$ cat src/assert_macros.svh
// Assertion macros shared by the ray/box intersect RTL.
// Depends on nothing; the including module supplies clk_i and rst_ni.
`ifndef ASSERT_MACROS_SVH
`define ASSERT_MACROS_SVH

// Clocked assertion with asynchronous active-low reset disable.
`define RBSI_ASSERT(lbl, prop) \
  lbl: assert property (@(posedge clk_i) disable iff (!rst_ni) prop) \
    else $error("ray box intersect check failed");

// Implication form, a shorthand for antecedent |-> consequent.
`define RBSI_IMPLY(lbl, ante, cons) \
  `RBSI_ASSERT(lbl, (ante) |-> (cons))

`endif

$ cat src/rbsi_pkg.sv
// Package for the ray/box slab intersect block: widths, constants and
// the record that travels along the divider cell chain. No dependencies.
`default_nettype none

package rbsi_pkg;

  localparam int FRAC_BITS = 16;
  localparam int DATA_W    = 32;
  localparam int NUM_W     = DATA_W + FRAC_BITS;
  localparam int T_W       = NUM_W + 1;
  localparam int AXES      = 3;
  localparam int LANES     = 2 * AXES;

  // Sentinels lie outside every real quotient, whose magnitude stays below 2^NUM_W - 1.
  localparam logic signed [T_W-1:0] T_POS    = {1'b0, {NUM_W{1'b1}}};
  localparam logic signed [T_W-1:0] T_NEG    = -T_POS;
  localparam logic signed [T_W-1:0] DIST_SAT = {{(T_W-DATA_W+1){1'b0}}, {(DATA_W-1){1'b1}}};

  typedef struct packed {
    logic [LANES-1:0][NUM_W-1:0]  num;
    logic [LANES-1:0][DATA_W-1:0] rem;
    logic [LANES-1:0][NUM_W-1:0]  quo;
    logic [LANES-1:0][DATA_W-1:0] dvs;
    logic [LANES-1:0]             qneg;
    logic [AXES-1:0]              dzero;
    logic [AXES-1:0]              dneg;
    logic                         zmiss;
  } div_t;

endpackage

`default_nettype wire

$ cat src/rbsi_div_cell.sv
// One cell of the divider chain: resolves one quotient bit for all six
// slab divisions and passes the record on. Depends on rbsi_pkg.
`default_nettype none

module rbsi_div_cell (
  input  wire logic          clk_i,
  input  wire logic          rst_ni,
  input  wire logic          en_i,
  input  wire logic          valid_i,
  input  wire rbsi_pkg::div_t data_i,
  output logic               valid_o,
  output rbsi_pkg::div_t     data_o
);
  import rbsi_pkg::*;

  div_t            data_d;
  div_t            data_q;
  logic            valid_q;
  logic [DATA_W:0] r_sh;
  logic [DATA_W:0] r_dif;
  logic            ge;

  always_comb begin
    data_d = data_i;
    r_sh   = '0;
    r_dif  = '0;
    ge     = 1'b0;
    for (int l = 0; l < LANES; l++) begin
      r_sh  = {data_i.rem[l], data_i.num[l][NUM_W-1]};
      r_dif = r_sh - {1'b0, data_i.dvs[l]};
      ge    = (r_sh >= {1'b0, data_i.dvs[l]});
      data_d.rem[l] = ge ? r_dif[DATA_W-1:0] : r_sh[DATA_W-1:0];
      data_d.num[l] = {data_i.num[l][NUM_W-2:0], 1'b0};
      data_d.quo[l] = {data_i.quo[l][NUM_W-2:0], ge};
    end
  end

  always_ff @(posedge clk_i or negedge rst_ni) begin
    if (!rst_ni) begin
      valid_q <= 1'b0;
    end else if (en_i) begin
      valid_q <= valid_i;
    end
  end

  always_ff @(posedge clk_i) begin
    if (en_i) begin
      data_q <= data_d;
    end
  end

  assign valid_o = valid_q;
  assign data_o  = data_q;
endmodule

`default_nettype wire

$ cat config.mk
export PLATFORM = sky130hd
export DESIGN_NAME = rbsi_div_cell
export DESIGN_NICKNAME = d
export VERILOG_FILES = /design/src/assert_macros.svh /design/src/rbsi_pkg.sv /design/src/rbsi_div_cell.sv
export SDC_FILE = /design/constraint.sdc
export NUM_CORES = 1
export LEC_CHECK = 0
export ABC_CLOCK_PERIOD_IN_PS = 2000
export BUFFER_PORTS_ARGS = -buffer_cell sky130_fd_sc_hd__buf_2
export CAP_MARGIN = 10
export CORE_AREA = 3 3 764 766
export DETAILED_ROUTE_END_ITERATION = 12
export DIE_AREA = 0 0 767 769
export PLACE_DENSITY_LB_ADDON = 0.12
export SYNTH_ARGS = -nofsm -noshare
export SYNTH_HDL_FRONTEND = slang
export SYNTH_SLANG_ARGS = --single-unit
$ cat constraint.sdc
create_clock -name clk_i -period 2 [get_ports clk_i]
set_clock_uncertainty 0.05 [all_clocks]
set_input_delay 0.3 -clock clk_i [delete_from_list [all_inputs] [get_ports clk_i]]
set_output_delay 0.3 -clock clk_i [all_outputs]
set_load 0.02 [all_outputs]
# == Word-level counts from Yosys, hierarchy flattened ==
# Index checks and enable logic that the tools add are counted.
# word_totals
reg_bits,968
output_inout_bits,974
word_cells,47
# op_classes
addsub,6
order_cmp,6
mux,6
# ops
op,count
$ge A33 B32 Y1,6
$mux W32,6
$sub A32 B32 Y32,6

# == Depth between registers and ports, before layout ==
# depth
word_depth,2
mapped_depth,15
ltp_nobuf,13

# == Worst setup path before layout ==
# No wires, ideal clock.
# synth_timing
kind,input to register
start,input data_i[53] (netlist bit)
end,"register data_q (netlist bit data_o[529]), data pin"
setup_time_ns,0.260
arrival_time_ns,2.990
path_slack_ns,-1.300
cell_stages,13
path_buffers,1
path_cell_list,inv_1 ha_1 a21o_1 a211oi_2 nand4_1 and3_4 a211oi_2 o21ai_2 a31oi_4 a21oi_2 a2111oi_4 buf_6 mux2_4
# synth_lines
element,line,text
start: declaration,rbsi_div_cell.sv:10,"input wire rbsi_pkg::div_t data_i,"
end signal: assignment,rbsi_div_cell.sv:48,data_q <= data_d;
end: declaration,rbsi_div_cell.sv:17,div_t data_q;

==> results.yml <==
run_status:
  status: "finished, violations left"
  violations: "hold timing, setup timing"
layout:
  final_layout_size_suffix_gt1_share_pct: 53.0
  nFillCells: 64826
  final_nets: 8263
  final_cell_mix: "buf_2 (1653), dlygate4sd3_1 (1163), edfxtp_1 (967)"
  syn_to_final_growth_pct: 120
  fin_util_pct: 16.0
  layout_commonest_cell: "buf_2"
route:
  dr.pass1.iters: 5
  drt_drc_violations_left: 0
  antenna_left: 0
  drtIter0Drc: 2006
  routed_via_density: 2.85
  vias: 42779
  wl_per_cell_um: 26.0
  drt-total-wl_mm: 391
placement:
  port_buffers: 1938
  dp_hpwl_mm: 332
  gp_congestion: 0.884
timing:
  fin_crit_sh_pct: 129
  fin_crit_ps: 2580
  slew_headroom_pct: 48.7
  fmax_mhz: 387
  rsz0062_at_grt: "true"
  tightest_slew_ps: 750
  worst_slack_ps: -582
  final_hold_viol_count: 14
  setup-tns-final_ps: -51340
  holdWs_ps: -368
  drv_slew: 0
  setup_viol: 195
worst_setup_path:
  worst-path-max-fanout: 8
  critPathRequiredTime_ps: 2520
  cp_common_cell: "buf_12"
  endpoint_kind: "register"
  crit_buf_inv: 5
  crit_chain: "buf_12, inv_8, ha_4, a21o_1, a211oi_4, nand4_1, and3_4, a211oi_2, o21ai_2, a31oi_4, a21oi_4, a2111oi_4, buf_6, buf_12, buf_12, mux2_4"
  slowest_delay_ps: 310
  cp_slowest_cell: "mux2_4"
  critPathArrivalTime_ps: 3100
  crit_family: "compound AO/OA/AOI/OAI gates"
  start_kind: "input port"
  crit_type: "in -> reg"
pwr:
  p_per_area_nw_per_um2: 807
  p_leak_nw: 37.3
  peakVddDrop_uv: 572
cts:
  cts-buffers-inserted: 153
  cts_root_buf: "clkbuf_16"
  path_clk_slew_ps: 50
  cts.htree.levels: 4
  tritoncts: "built"
  cts_max_path_buffers: 4
  clkLatencyLatePin_ps: 830
  clock_sinks: 968
die:
  die_w_um: 767
  die_h_um: 769
  start_util_pct: 7.25
  core_area_um2: 577000
  rows: 279
  io_pins: 1951
  dieArea_um2: 590000
yosys:
  synth_top_cell_by_area: "edfxtp_1"
  ys_warn_count: 0
  synth_top_area_share_pct: 69.4
  synth.area.top_cells: "edfxtp_1 (69%), ha_1 (5.7%), o21ai_0 (2.4%), nand2_1 (2.2%), a21oi_1 (2.1%)"
  synthDistinctLibCells: 93
  async_reset_ff_share_pct: 0.103
  synthCells: 2928
  syn-mean-instance-area_um2: 14.3
  ys.flop_type: "edfxtp_1"
  netlist_area_um2: 41800
  synth-edff-count: 967
  ys_ff_latch: 968
  synth_seq_area_share_pct: 69.5
global_routing:
  grt_max_degree: 73
  grt_first_pass_wirelength_mm: 494
  antenna_found_initial: 210
  grt.total_usage_pct: 12.7
  gr-total-overflow: 0
  grt_pass1_vias: 45715
run:
  cap_violations: 0
min_path:
  hold_class: "in -> reg"
cell type report:
class                      count  area [µm²]  area share, %
antenna                       70         175          0.190
clock buffer                 180        3980           4.32
clock inverter                87         833          0.904
inverter                     235        1040           1.13
multi-input combinational   1662       16000           17.3
sequential                   968       29100           31.5
tap                         7727        9670           10.5
timing repair buffer        4068       31500           34.1
cell families (layout without fill, tap and decap cells):
group	after synthesis	after routing	share of synthesized area [%]
and+or+nand+nor	590	590	6.66
other	1	76	0.00897
muxes	50	50	1.57
xor gates and xnor gates	159	159	3.33
DFF	968	968	69.5
adders and majority gates	198	198	6.03
buffers and inverters	304	4570	2.92
AOI/OAI and AO/OA	658	659	9.99
flip-flops by register name, indices dropped and copies added, names as in the netlist:
name,count
data_o,967
valid_o,1
per-layer routing:
layer	global-route usage, %	share of wire [%]	up-vias
li1	-	-	19380
met1	15.7	42	21105
met2	20.8	46	1686
met3	4.69	8.9	526
met4	3.19	3.0	82
met5	0	0.13	-
power breakdown:
part           internal (mW)  switching (mW)  total [mW]  leakage [nW]
clock                   15.7            11.5        27.2          2.34
sequential              24.7           0.928        25.6          9.47
combinational           9.34            12.2        21.6          25.5
cell usage after synthesis, types with 9 or more instances:
master,count
a211oi_1,23
a21boi_0,10
a21o_1,87
a21oi_1,175
a31oi_1,17
and2_1,11
and3_1,19
clkbuf_1,49
edfxtp_1,967
ha_1,192
inv_1,233
mux2_2,18
mux2_4,27
nand2_1,249
nand2b_1,31
nand3_1,48
nand4_1,22
nor2_1,102
nor2b_1,33
nor3_1,23
o211ai_1,10
o21a_1,22
o21ai_0,197
o21bai_1,19
o31ai_1,16
or2_2,9
xnor2_1,80
xor2_1,79
per-stage QoR:
stage	cells	hold slack, ps	setup WS [ps]	cell area, µm²	power (mW)
after floorplan	2933	-45.6	-1020	43300	32.3
after global placement	13383	25.1	-1910	69100	43.3
after detailed placement	13383	29.7	-1830	69100	43.1
after CTS	14891	-515	-574	90500	76.4
after global routing	14943	-469	-619	92000	78.5
final	14997	-368	-582	92200	74.4
final timing paths:
path	from	slack, ps	to	depth (start not counted)
min in group asynchronous	rst_ni	240	valid_o	3
setup reg to reg	valid_o	1210	valid_o	1
max in group asynchronous	rst_ni	1560	valid_o	3
hold reg to reg	valid_o	460	valid_o	1
setup / recovery	data_i[53]	-580	data_o[538]	16
hold / removal	data_i[110]	-370	data_o[110]	1
repair_timing:
action / in CTS / in global routing
setup buffers: 99 / 52
setup endpoints to repair: 429 / 260
endpoints found under the hold margin: 1129 / 43
resized for setup: 993 / 292
hold buffers: 1145 / 31
cloned: 21 / 0
pin swaps: 207 / 169
(Power assumes the default switching activity.)
