[src/assert_macros.svh]
// Assertion macros shared by the ray/box intersect RTL.
// Depends on nothing; the including module supplies clk_i and rst_ni.
`ifndef ASSERT_MACROS_SVH
`define ASSERT_MACROS_SVH

// Clocked assertion with asynchronous active-low reset disable.
`define RBSI_ASSERT(lbl, prop) \
  lbl: assert property (@(posedge clk_i) disable iff (!rst_ni) prop) \
    else $error("ray box intersect check failed");

// Implication form, a shorthand for antecedent |-> consequent.
`define RBSI_IMPLY(lbl, ante, cons) \
  `RBSI_ASSERT(lbl, (ante) |-> (cons))

`endif

[src/rbsi_pkg.sv]
// Package for the ray/box slab intersect block: widths, constants and
// the record that travels along the divider cell chain. No dependencies.
`default_nettype none

package rbsi_pkg;

  localparam int FRAC_BITS = 16;
  localparam int DATA_W    = 32;
  localparam int NUM_W     = DATA_W + FRAC_BITS;
  localparam int T_W       = NUM_W + 1;
  localparam int AXES      = 3;
  localparam int LANES     = 2 * AXES;

  // Sentinels lie outside every real quotient, whose magnitude stays below 2^NUM_W - 1.
  localparam logic signed [T_W-1:0] T_POS    = {1'b0, {NUM_W{1'b1}}};
  localparam logic signed [T_W-1:0] T_NEG    = -T_POS;
  localparam logic signed [T_W-1:0] DIST_SAT = {{(T_W-DATA_W+1){1'b0}}, {(DATA_W-1){1'b1}}};

  typedef struct packed {
    logic [LANES-1:0][NUM_W-1:0]  num;
    logic [LANES-1:0][DATA_W-1:0] rem;
    logic [LANES-1:0][NUM_W-1:0]  quo;
    logic [LANES-1:0][DATA_W-1:0] dvs;
    logic [LANES-1:0]             qneg;
    logic [AXES-1:0]              dzero;
    logic [AXES-1:0]              dneg;
    logic                         zmiss;
  } div_t;

endpackage

`default_nettype wire

[src/rbsi_resolve.sv]
// Back end: signs the quotients, forms entry/exit per axis, reduces them
// and produces the registered hit and distance. Depends on rbsi_pkg.
`default_nettype none

module rbsi_resolve (
  input  wire logic          clk_i,
  input  wire logic          rst_ni,
  input  wire logic          en_i,
  input  wire logic          valid_i,
  input  wire rbsi_pkg::div_t data_i,
  output logic               valid_o,
  output logic               hit_o,
  output logic signed [31:0] distance_o
);
  import rbsi_pkg::*;

  logic signed [T_W-1:0] ent_d [AXES];
  logic signed [T_W-1:0] ext_d [AXES];
  logic signed [T_W-1:0] ent_q [AXES];
  logic signed [T_W-1:0] ext_q [AXES];
  logic                  zmiss_a_q;
  logic                  valid_a_q;
  logic signed [T_W-1:0] q0;
  logic signed [T_W-1:0] q1;

  logic signed [T_W-1:0] entm_d, extm_d, entm_q, extm_q;
  logic                  zmiss_b_q;
  logic                  valid_b_q;

  logic signed [T_W-1:0] dsel;
  logic                  hit_d;
  logic signed [31:0]    dist_d;
  logic                  hit_q;
  logic signed [31:0]    dist_q;
  logic                  valid_c_q;

  // Stage A: signed quotients, swapped for a negative direction; sentinels for a zero direction.
  always_comb begin
    q0 = '0;
    q1 = '0;
    for (int a = 0; a < AXES; a++) begin
      q0 = data_i.qneg[2*a]   ? -$signed({1'b0, data_i.quo[2*a]})
                              :  $signed({1'b0, data_i.quo[2*a]});
      q1 = data_i.qneg[2*a+1] ? -$signed({1'b0, data_i.quo[2*a+1]})
                              :  $signed({1'b0, data_i.quo[2*a+1]});
      if (data_i.dzero[a]) begin
        ent_d[a] = T_NEG;
        ext_d[a] = T_POS;
      end else if (data_i.dneg[a]) begin
        ent_d[a] = q1;
        ext_d[a] = q0;
      end else begin
        ent_d[a] = q0;
        ext_d[a] = q1;
      end
    end
  end

  // Stage B: largest entry, smallest exit.
  always_comb begin
    entm_d = ent_q[0];
    extm_d = ext_q[0];
    for (int a = 1; a < AXES; a++) begin
      if (ent_q[a] > entm_d) entm_d = ent_q[a];
      if (ext_q[a] < extm_d) extm_d = ext_q[a];
    end
  end

  // Stage C: miss test, distance choice and saturation.
  always_comb begin
    dsel   = (entm_q >= 0) ? entm_q : extm_q;
    hit_d  = !zmiss_b_q && !(extm_q < entm_q) && (dsel >= 0);
    dist_d = '0;
    if (hit_d) begin
      dist_d = (dsel > DIST_SAT) ? DIST_SAT[31:0] : dsel[31:0];
    end
  end

  always_ff @(posedge clk_i or negedge rst_ni) begin
    if (!rst_ni) begin
      valid_a_q <= 1'b0;
      valid_b_q <= 1'b0;
      valid_c_q <= 1'b0;
    end else if (en_i) begin
      valid_a_q <= valid_i;
      valid_b_q <= valid_a_q;
      valid_c_q <= valid_b_q;
    end
  end

  always_ff @(posedge clk_i) begin
    if (en_i) begin
      ent_q     <= ent_d;
      ext_q     <= ext_d;
      zmiss_a_q <= data_i.zmiss;
      entm_q    <= entm_d;
      extm_q    <= extm_d;
      zmiss_b_q <= zmiss_a_q;
      hit_q     <= hit_d;
      dist_q    <= dist_d;
    end
  end

  assign valid_o    = valid_c_q;
  assign hit_o      = hit_q;
  assign distance_o = dist_q;
endmodule

`default_nettype wire
[config.mk]
export PLATFORM = sky130hd
export DESIGN_NAME = rbsi_resolve
export DESIGN_NICKNAME = d
export VERILOG_FILES = /design/src/assert_macros.svh /design/src/rbsi_pkg.sv /design/src/rbsi_resolve.sv
export SDC_FILE = /design/constraint.sdc
export NUM_CORES = 1
export LEC_CHECK = 0
export ABC_CLOCK_PERIOD_IN_PS = 8100
export BUFFER_PORTS_ARGS = -buffer_cell sky130_fd_sc_hd__buf_2
export CORE_AREA = 4 4 391 393
export DETAILED_ROUTE_END_ITERATION = 8
export DIE_AREA = 0 0 395 397
export PLACE_DENSITY = 0.38
export SKIP_CTS_REPAIR_TIMING = 1
export SLEW_MARGIN = 15
export SYNTH_ARGS = -nofsm -noshare
export SYNTH_HDL_FRONTEND = slang
export SYNTH_SLANG_ARGS = --single-unit
[constraint.sdc]
create_clock -name clk_i -period 8.1 [get_ports clk_i]
set_input_delay 0.405 -clock clk_i [delete_from_list [all_inputs] [get_ports clk_i]]
set_output_delay 0.405 -clock clk_i [all_outputs]
set_load 0.03 [all_outputs]
# Word level (Yosys, flattened, before mapping)
# Cells that the tools add are included.
[totals]
wordCells = 54
output_inout_bits = 34
in_bits = 977
register_bits = 430
[op_classes]
bitwise = 1
addsub = 6
reduce_logical = 5
n_mux = 18
order_cmp = 8
[op_table]
columns = ["operator", "count"]
rows = [
  ["$mux W49", 17],
  ["$neg A48 Y49", 6],
  ["$lt A49 B49 Y1", 3],
  ["$ge A49 B1 Y1 const B", 2],
  ["$gt A49 B49 Y1", 2],
  ["$gt A49 B32 Y1 const B", 1],
  ["$mux W31", 1],
  ["$logic_and A1 B1 Y1", 2],
  ["$logic_not A1 Y1", 2],
  ["$reduce_or A2 Y1", 1],
  ["$not A1 Y1", 1],
]

# Longest topological paths before layout
# Gate-level depths: netlist of the first run.
[depth]
word_depth = 6
ltp_mapped = 26
ltp_nobuf = 23

# Worst setup path after synthesis of the first run
# OpenSTA, ideal clock, no wires.
[synth_timing]
kind = "reg2reg"
from = "register ext_q[97] in the netlist's numbering"
to = "register extm_q[38], data pin"
period_less_slack_ns = 6.029
path_buffers = 4
required_time_ns = 7.822
setup_ns = 0.278
slack_ns = 2.071
path_stages_with_launch = 23
arrival_ns = 5.751
cell_sequence = "edfxtp_1 ha_1 nand4_1 or4_1 nor3_1 o21ai_0 o211ai_1 clkbuf_1 buf_1 mux2i_1 ha_1 a21o_1 a21o_1 a21o_1 a21oi_1 o21ai_0 and3_1 o21ai_0 o311ai_0 nor3_1 clkbuf_1 clkbuf_1 mux2i_1"
[synth_via]
elab_chain_cells = 4
[synth_rtl]
columns = ["item", "line", "rtl"]
rows = [
  ["from (decl)", "rbsi_resolve.sv:20", "logic signed [T_W-1:0] ext_q [AXES];"],
  ["from (signal assigned)", "rbsi_resolve.sv:94", "ext_q <= ext_d;"],
  ["$lt A49 B49 Y1", "rbsi_resolve.sv:65", "if (ext_q[a] < extm_d) extm_d = ext_q[a];"],
  ["$mux W49 (*)", "rbsi_resolve.sv:65", ""],
  ["$lt A49 B49 Y1", "rbsi_resolve.sv:65", ""],
  ["$mux W49 (*)", "rbsi_resolve.sv:65", ""],
  ["via extm_d[38]", "rbsi_resolve.sv:26", "logic signed [T_W-1:0] entm_d, extm_d, entm_q, extm_q;"],
  ["to (signal assigned)", "rbsi_resolve.sv:97", "extm_q <= extm_d;"],
  ["to (decl)", "rbsi_resolve.sv:26", ""],
]
# Mark *: on every way through the listed nets, which the timed path passes. The rest lies on a longest branch.
# A chain may end at the register's enable or synchronous reset.

# Worst setup path after layout of the first run
[layout_timing]
from = "register ent_q[140] in the netlist's numbering"
to = "register entm_q[0], data pin"
[layout_via]
elab_chain_cells = 4
[layout_rtl]
columns = ["item", "line", "rtl"]
rows = [
  ["from (decl)", "rbsi_resolve.sv:19", "logic signed [T_W-1:0] ent_q [AXES];"],
  ["from (signal assigned)", "rbsi_resolve.sv:93", "ent_q <= ent_d;"],
  ["$gt A49 B49 Y1", "rbsi_resolve.sv:64", "if (ent_q[a] > entm_d) entm_d = ent_q[a];"],
  ["$mux W49 (*)", "rbsi_resolve.sv:64", ""],
  ["$gt A49 B49 Y1", "rbsi_resolve.sv:64", ""],
  ["$mux W49 (*)", "rbsi_resolve.sv:64", ""],
  ["via entm_d[0]", "rbsi_resolve.sv:26", ""],
  ["to (signal assigned)", "rbsi_resolve.sv:96", "entm_q <= entm_d;"],
  ["to (decl)", "rbsi_resolve.sv:26", ""],
]
# Marks and branches as above.

==> results of run 1 <==
==> layer usage <==
layer | part of all wire [%] | up-vias
met1 | 40 | 12667
met5 | 0 | -
met4 | 3.6 | 0
met2 | 52 | 477
li1 | - | 13037
met3 | 4.0 | 128
==> cells in the final DEF, fill, tap and decap left out, types with 96 or more instances in the layout <==
cell                       instances
sky130_fd_sc_hd__inv_1           217
sky130_fd_sc_hd__mux2i_1         110
sky130_fd_sc_hd__and2_1          147
sky130_fd_sc_hd__or3_1            96
sky130_fd_sc_hd__buf_2           335
sky130_fd_sc_hd__xor2_1          168
sky130_fd_sc_hd__nand2_1         294
sky130_fd_sc_hd__nor2_1          257
sky130_fd_sc_hd__a21o_1           97
sky130_fd_sc_hd__edfxtp_1        427
sky130_fd_sc_hd__o21ai_0         225
sky130_fd_sc_hd__a211oi_1        133
sky130_fd_sc_hd__xnor2_1         108
sky130_fd_sc_hd__ha_1            249
==> final timing paths <==
kind                              from        end  slack [ns]
hold reg to reg              zmiss_a_q  zmiss_b_q        0.42
hold / removal                  rst_ni  valid_a_q        0.09
setup reg to reg            ent_q[140]  entm_q[0]        0.86
max in group asynchronous       rst_ni  valid_b_q        7.90
setup / recovery            ent_q[140]  entm_q[0]        0.86
min in group clk_i         data_i[301]  ext_q[49]        0.18
==> stage by stage <==
stage	instances	utilization (%)	hold slack, ns
after floorplan	3419	-	0.109
after global placement	5619	24.3	0.203
after detailed placement	5619	24.3	0.205
after CTS	5718	25.4	-0.500
after global routing	5723	25.4	0.0764
final	5725	25.4	0.0912
==> critical path: cells and delay by family, from the launching register on <==
kind                       cells  cell delay, ns
adders and majority gates      2            0.58
DFF                            1            0.47
AOI/OAI and AO/OA             12            3.34
buffers and inverters          3            0.72
and+or+nand+nor                6            1.85
==> sequential cells by signal, indices dropped and copies added, names as in the netlist <==
register    count
zmiss_a_q       1
extm_q         49
valid_b_q       1
zmiss_b_q       1
ent_q         147
hit_o           1
distance_o     32
valid_a_q       1
valid_o         1
ext_q         147
entm_q         49
==> cells by family after synthesis <==
kind of cell / Yosys count / share of synthesized area (%)
AOI/OAI and AO/OA: 849 / 17.4
xor gates and xnor gates: 276 / 7.46
adders and majority gates: 249 / 9.61
buffers and inverters: 402 / 4.69
DFF: 430 / 39.8
muxes: 142 / 4.51
other: 1 / 0.0116
and+or+nand+nor: 1070 / 16.6
==> where the power goes <==
group	internal (mW)	switching, mW
clock	1.39	1.02
sequential	2.93	0.283
combinational	1.09	1.82
total	5.41	3.12
==> cell usage after synthesis, drive strengths merged, types with 7 or more instances <==
library cell  count
a211oi          133
a21o             97
a21oi            93
a31oi            51
and2            148
and3              8
buf              19
clkbuf          163
edfxtp          427
ha              249
inv             219
mux2             32
mux2i           110
nand2           294
nand2b           19
nand3            26
nand4            50
nor2            258
nor2b            13
nor3             30
nor4             21
o211ai           52
o21a             40
o21ai           229
o31a              7
o31ai            74
o41ai            40
or2              39
or3              97
or4              49
xnor2           108
xor2            168
==> area by class of cell <==
cell class	instances	area, µm²
multi-input combinational	2587	18000
timing repair buffer	369	2010
clock inverter	32	245
clock buffer	67	1480
tap	2016	2520
antenna	4	10.0
sequential	430	12900
fill	16198	111000
inverter	220	826
==> results summary, run 1 <==
The length of the first detailed-routing pass in iterations came out at 7. The buffer depth of the longest clock path is 3. The worst clock skew on the final layout is about 0.022 ns. The share of the synthesized area in the top cell type came out at 39.6%. The number of nets at the end of the flow is 4890.

The cell count after synthesis came out at 3419. The proportion of synthesized chip area in sequential cells came out at 39.8%. STA classifies the critical path endpoint as a flop. The post-synthesis net count came out at 4645. Setup repair after global routing left no endpoint under its margin.

The transition at the pin with the smallest max-transition slack is 1.32 ns. The unique cell type count in the Yosys netlist came out at 70. In this design, the stage delay of the slowest critical-path cell is approximately 0.64 ns. The critical path data arrival time came out at ~7.6 ns. Setup violations remaining at the end of the flow were counted as 0. The all-layer global routing usage came out at 15.9%. The count of max-cap constraint violations came out at 0. The vias per cell came out at 4.60.

The async set-reset flop share out of synthesis came out at 0.698%. The critical path's slowest cell is sky130_fd_sc_hd__or4_1. The die outline height is ~400 µm. The number of H-tree levels is 2.

The number of nets with antenna violations after detailed routing is 0. The number of flops mapped to enable cells by yosys is 427. The library cell with the largest summed area after synthesis is sky130_fd_sc_hd__edfxtp_1. Measured along the x axis, the die boundary spans 395 µm. met2 is the most crowded layer. The worst hold path belongs to the class in2async. Data on the critical path is required at its endpoint by about 8.5 ns. The count of final hold-check violations came out at 0. After routing the design area is 38000 µm².

TritonCTS built the clock tree. The total leakage power is 15.1 nW. Detailed routing inserted a total of 26309 vias. STA classifies the critical path startpoint as a flop. The global placement routability congestion is 0.845. The wire length of the first global-routing pass came out at approximately 180 mm. The largest fanout on the critical path came out at 98.

Based on the critical path, the design can be clocked at up to 0.138 GHz. The HPWL reported at the end of detailed placement came out at 106 mm. The wire length per cell came out at 22.7 µm. The power density over the cells is 224 nW/µm². For this design the top-level I/O count stands at 1011. Walking the worst path, the cells encountered are inv_1 -> ha_1 -> a21o_1 -> a21o_1 -> a21o_1 -> a21o_1 -> a211oi_1 -> a21oi_1 -> a21o_1 -> o21a_2 -> buf_4 -> or3_1 -> and2_1 -> ha_1 -> and4_1 -> nand4_1 -> or4_1 -> a21oi_1 -> o21ai_0 -> nand3b_1 -> o21ai_4 -> buf_12 -> a31oi_1. The number of DRC markers after the initial detailed-route iteration came out at 1862. The fraction of met2 tracks used by global routing came out at between 20 and 30%.

The number of input and output port buffers inserted came out at 338. The clock slew at the register clock pins of the worst setup and hold paths came out at 0.06 ns. Prior to clock tree synthesis, the placed netlist has a worst setup slack of 0.959 ns. The average cell area after synthesis came out at 9.48 µm². Row generation in the floorplan step produced roughly 140 rows.

The least setup slack across all paths after layout is 0.858 ns. The cell area after placement came out at approximately 36000 µm². Dividing the final minimum period by the clock period gives 89.4%. The number of antenna violations at the first check in global routing came out at 8. The netlist area before placement came out at 32400 µm². The core area came out at 149000 µm². The power consumption came out at 8.53 mW.

The post-synthesis register bit count came out at 430. The fraction of layout cells with a size suffix above 1 came out at 14.5%. The final total negative setup slack is 0 ns. In the synthesized netlist the dominant register cell turns out to be sky130_fd_sc_hd__edfxtp_1. The sum of overflow across all layers after global routing came out at 0.

The library cell appearing most often on the critical path is sky130_fd_sc_hd__a21o_1. The total wirelength of the detailed-routed design came out at 130 mm. The met3 usage is 2.33%. The worst path in the final design needs a cycle of between 7 and 8 ns, including I/O delays and setup. The number of cells on the worst reg-to-reg path is 23.

The clock net in this run drives a total of 430 sinks. The synthesis-to-finish area growth came out at 17.3%. The number of global-route vias before repair came out at approximately 26000. The flow ran to the end, and the final reports show no timing, DRC or antenna violations. The root buffer cell chosen for the clock tree is sky130_fd_sc_hd__clkbuf_16. The peak supply drop is 0.157 mV. The clock network latency to the later pin of the worst-skew pair is 0.63 ns. Measured against its own limit, the worst slew margin works out to 12.0%. Yosys attributes the largest share of cell area to sky130_fd_sc_hd__edfxtp_1, sky130_fd_sc_hd__ha_1, sky130_fd_sc_hd__xor2_1. The critical path is of the reg2reg type. The starting density of the core came out at between 20% and 30%. The pin count of the biggest net entering global routing is 170. For this run, design rule violations remaining after detail routing come to 0. The count of final max-slew check failures is 0. The die covers 157000 µm².

The number of buffers created by CTS came out at 56. During synthesis, Yosys emitted a total of 0 warnings. The met1 routing resource usage after global routing came out at 18.7%.
No activity file was read; power rests on OpenSTA's default activity.
==> run 2: changes to the inputs <==
--- a/config.mk
+++ b/config.mk
@@ -7,10 +7,13 @@
 export LEC_CHECK = 0
 export ABC_CLOCK_PERIOD_IN_PS = 8100
 export BUFFER_PORTS_ARGS = -buffer_cell sky130_fd_sc_hd__buf_2
-export CORE_AREA = 4 4 391 393
+export CELL_PAD_IN_SITES_DETAIL_PLACEMENT = 2
+export CELL_PAD_IN_SITES_GLOBAL_PLACEMENT = 2
+export CORE_AREA = 4 4 392 394
+export CTS_CLUSTER_DIAMETER = 50
 export DETAILED_ROUTE_END_ITERATION = 8
-export DIE_AREA = 0 0 395 397
-export PLACE_DENSITY = 0.38
+export DIE_AREA = 0 0 396 398
+export PLACE_DENSITY = 0.57
 export SKIP_CTS_REPAIR_TIMING = 1
 export SLEW_MARGIN = 15
 export SYNTH_ARGS = -nofsm -noshare
==> results summary, run 2 (synthesis results as in run 1) <==
Run status: completed (unchanged). The critical path start-end classification is reg2reg (unchanged). The total wirelength of the detailed-routed design is 141 mm (was 130 mm). The TritonCTS clock tree is yes (unchanged). The vias per cell came to 4.80 (was 4.60). The number of nets at the end of the flow came out at 4912 (was 4890).

The final total negative setup slack is 0 ns (unchanged). The worst slack at placement came out at 0.772 ns (was 0.959 ns). The required time at the endpoint of the critical path came out at 8.54 ns (was 8.50 ns). The global placement routability congestion came out at 0.873 (was 0.845). The HPWL reported at the end of detailed placement came out at 115 mm (was 106 mm). The all-layer global routing usage came out at 17.4% (was 15.9%). The setup violation total in the final timing report came out at 0 (unchanged). Biggest regs: ent_q (147), ext_q (147) (unchanged).

The cell chosen for the clock root was sky130_fd_sc_hd__clkbuf_16 (unchanged). The pin count of the biggest net entering global routing came out at 158 (was 170). The number of global-route vias before repair is 28764 (was 25509). The clock network latency to the later pin of the worst-skew pair came out at 0.64 ns (was 0.63 ns). The peak supply drop is 0.136 mV (was 0.157 mV). The filler cell count in the final layout came out at 16853 (was 16198).

The core area is 150000 µm² (was 149000 µm²). Most frequent cells in the layout: sky130_fd_sc_hd__edfxtp_1, sky130_fd_sc_hd__buf_2, sky130_fd_sc_hd__nand2_1, sky130_fd_sc_hd__nor2_1, sky130_fd_sc_hd__ha_1 (unchanged). RSZ-0062 raised after global routing: no (unchanged). The number of input and output port buffers inserted is 338 (unchanged). The transition at the pin with the smallest max-transition slack is 1.06 ns (was 1.32 ns).

The final routed DRC violation total is 0 (unchanged). The width of the chip was 396 µm (was 395 µm). The total I/O pin count came out at 1011 (unchanged). The wire length of the first global-routing pass is 202 mm (was 181 mm).

The type of the worst min-delay path is in2async (unchanged). The count of final max-slew check failures is 0 (unchanged). The library cell appearing most often on the critical path is sky130_fd_sc_hd__a21o_1 (unchanged). The number of antenna violations at the first check in global routing came out at 17 (was 8). The via count came out at 27683 (was 26309). The fraction of layout cells with a size suffix above 1 came out at 15.6% (was 14.5%).

The number of H-tree levels was 3 (was 2). The final worst-path cycle share was 90.4% (was 89.4%). The power density over the cells is 243 nW/µm² (was 224 nW/µm²). The critical path's slowest cell is sky130_fd_sc_hd__o21ai_4 (was sky130_fd_sc_hd__or4_1). The count of final hold-check violations is 0 (unchanged). The sum of overflow across all layers after global routing came out at 0 (unchanged). The floorplan row count came out at 142 (unchanged).

The total die area is 158000 µm² (was 157000 µm²). Critical-path cell list: ha_1 -> a21o_1 -> a21o_1 -> a21o_1 -> a21o_1 -> a211oi_1 -> a21oi_1 -> a21o_1 -> o21a_2 -> or3_1 -> and2_1 -> ha_1 -> nor2b_1 -> o21a_1 -> o21a_1 -> o21ai_0 -> a21oi_1 -> o21ai_0 -> nand3b_1 -> o21ai_4 -> buf_4 -> nor2_1 -> a31oi_1 (was inv_1 -> ha_1 -> a21o_1 -> a21o_1 -> a21o_1 -> a21o_1 -> a211oi_1 -> a21oi_1 -> a21o_1 -> o21a_2 -> buf_4 -> or3_1 -> and2_1 -> ha_1 -> and4_1 -> nand4_1 -> or4_1 -> a21oi_1 -> o21ai_0 -> nand3b_1 -> o21ai_4 -> buf_12 -> a31oi_1). The length of the first detailed-routing pass in iterations came to 5 (was 7).

The startpoint class of the critical path is a flop (unchanged). The number of buffers created by CTS is 71 (was 56). The starting density of the core was 21.6% (was 21.7%).

The total leakage power came out at 15.5 nW (was 15.1 nW). The count of max-cap constraint violations is 0 (unchanged). The worst clock skew on the final layout is 0.0245 ns (was 0.0224 ns).

The largest fanout on the critical path is 69 (was 98). The total area of sequential cells was 12900 µm² (unchanged). The internal reg-to-reg setup slack is 0.78 ns (was 0.86 ns). The largest incremental delay on the critical path was 0.65 ns (was 0.64 ns). The total area of multi-input combinational cells came to 18000 µm² (about the same). The maximum clock rate is 0.137 GHz (was 0.138 GHz). The wire length per cell came out at 24.4 µm (was 22.7 µm). The nature of the critical path endpoint is a flop (unchanged).

The clock sink total is 430 (unchanged). The synthesis-to-finish area growth came out at 19.9% (was 17.3%). The least setup slack across all paths after layout came to 0.781 ns (was 0.858 ns). The clock slew at the register clock pins of the worst setup and hold paths came out at 0.05 ns (was 0.06 ns).

The number of DRC markers after the initial detailed-route iteration is 1630 (was 1862). The critical path data arrival time came out at 7.76 ns (was 7.64 ns). The buffer depth of the longest clock path is 3 (unchanged). The normalized max-slew margin is 29.2% (was 12.0%).

The die outline height was 398 µm (was 397 µm). The number of nets with antenna violations after detailed routing came out at 0 (unchanged). The leading cell type in the layout, fill and taps excluded is sky130_fd_sc_hd__edfxtp_1 (unchanged). The minimum clock period came to 7.32 ns (was 7.24 ns).
-- run 2: critical path: cells and delay by family, from the launching register on --
family | cells | cell delay, ns
AOI/OAI and AO/OA | 15 | 4.33
buffers and inverters | 1 | 0.42
adders and majority gates | 2 | 0.65
and+or+nand+nor | 5 | 1.13
DFF | 1 | 0.54
-- run 2: routing by layer --
layer | vias up | part of all wire [%] | GRT usage (%)
li1 | 13086 | - | -
met1 | 13942 | 51 | 25.6
met2 | 528 | 43 | 26.9
met3 | 119 | 3.6 | 2.33
met4 | 8 | 1.8 | 3.90
met5 | - | 0.034 | 0
-- run 2: stage by stage --
stage / instance area, µm² / util, % / instances / total power, mW / hold WS [ns]
after CTS: 38800 / 25.9 / 5753 / 9.58 / -0.500
after global placement: 36300 / 24.2 / 5626 / 6.26 / 0.202
after floorplan: 32400 / - / 3419 / 4.96 / 0.109
final: 38800 / 25.9 / 5770 / 9.44 / 0.108
after detailed placement: 36300 / 24.3 / 5626 / 6.32 / 0.205
after global routing: 38800 / 25.9 / 5758 / 10.0 / 0.0888
-- run 2: final timing paths --
| kind | depth (start not counted) | endpoint | startpoint |
|---|---|---|---|
| hold reg to reg | 0 | zmiss_b_q | zmiss_a_q |
| max in group asynchronous | 2 | valid_o | rst_ni |
| hold / removal | 2 | valid_b_q | rst_ni |
| min in group clk_i | 3 | ext_q[49] | data_i[301] |
| setup / recovery | 23 | entm_q[32] | ent_q[91] |
| setup reg to reg | 23 | entm_q[32] | ent_q[91] |
-- run 2: area by class of cell --
type | instances | area share (%)
antenna | 14 | 0.0902
sequential | 430 | 33.2
tap | 2016 | 6.49
clock inverter | 48 | 1.45
timing repair buffer | 376 | 5.34
clock buffer | 79 | 4.87
multi-input combinational | 2587 | 46.4
inverter | 220 | 2.13
-- run 2: power breakdown --
group / internal (mW) / leakage [nW] / total [mW] / switching, mW
Clock: 1.97 / 1.20 / 3.16 / 1.19
Combinational: 1.11 / 10.1 / 3.02 / 1.91
Sequential: 2.93 / 4.23 / 3.25 / 0.321
Total: 6.01 / 15.5 / 9.44 / 3.43
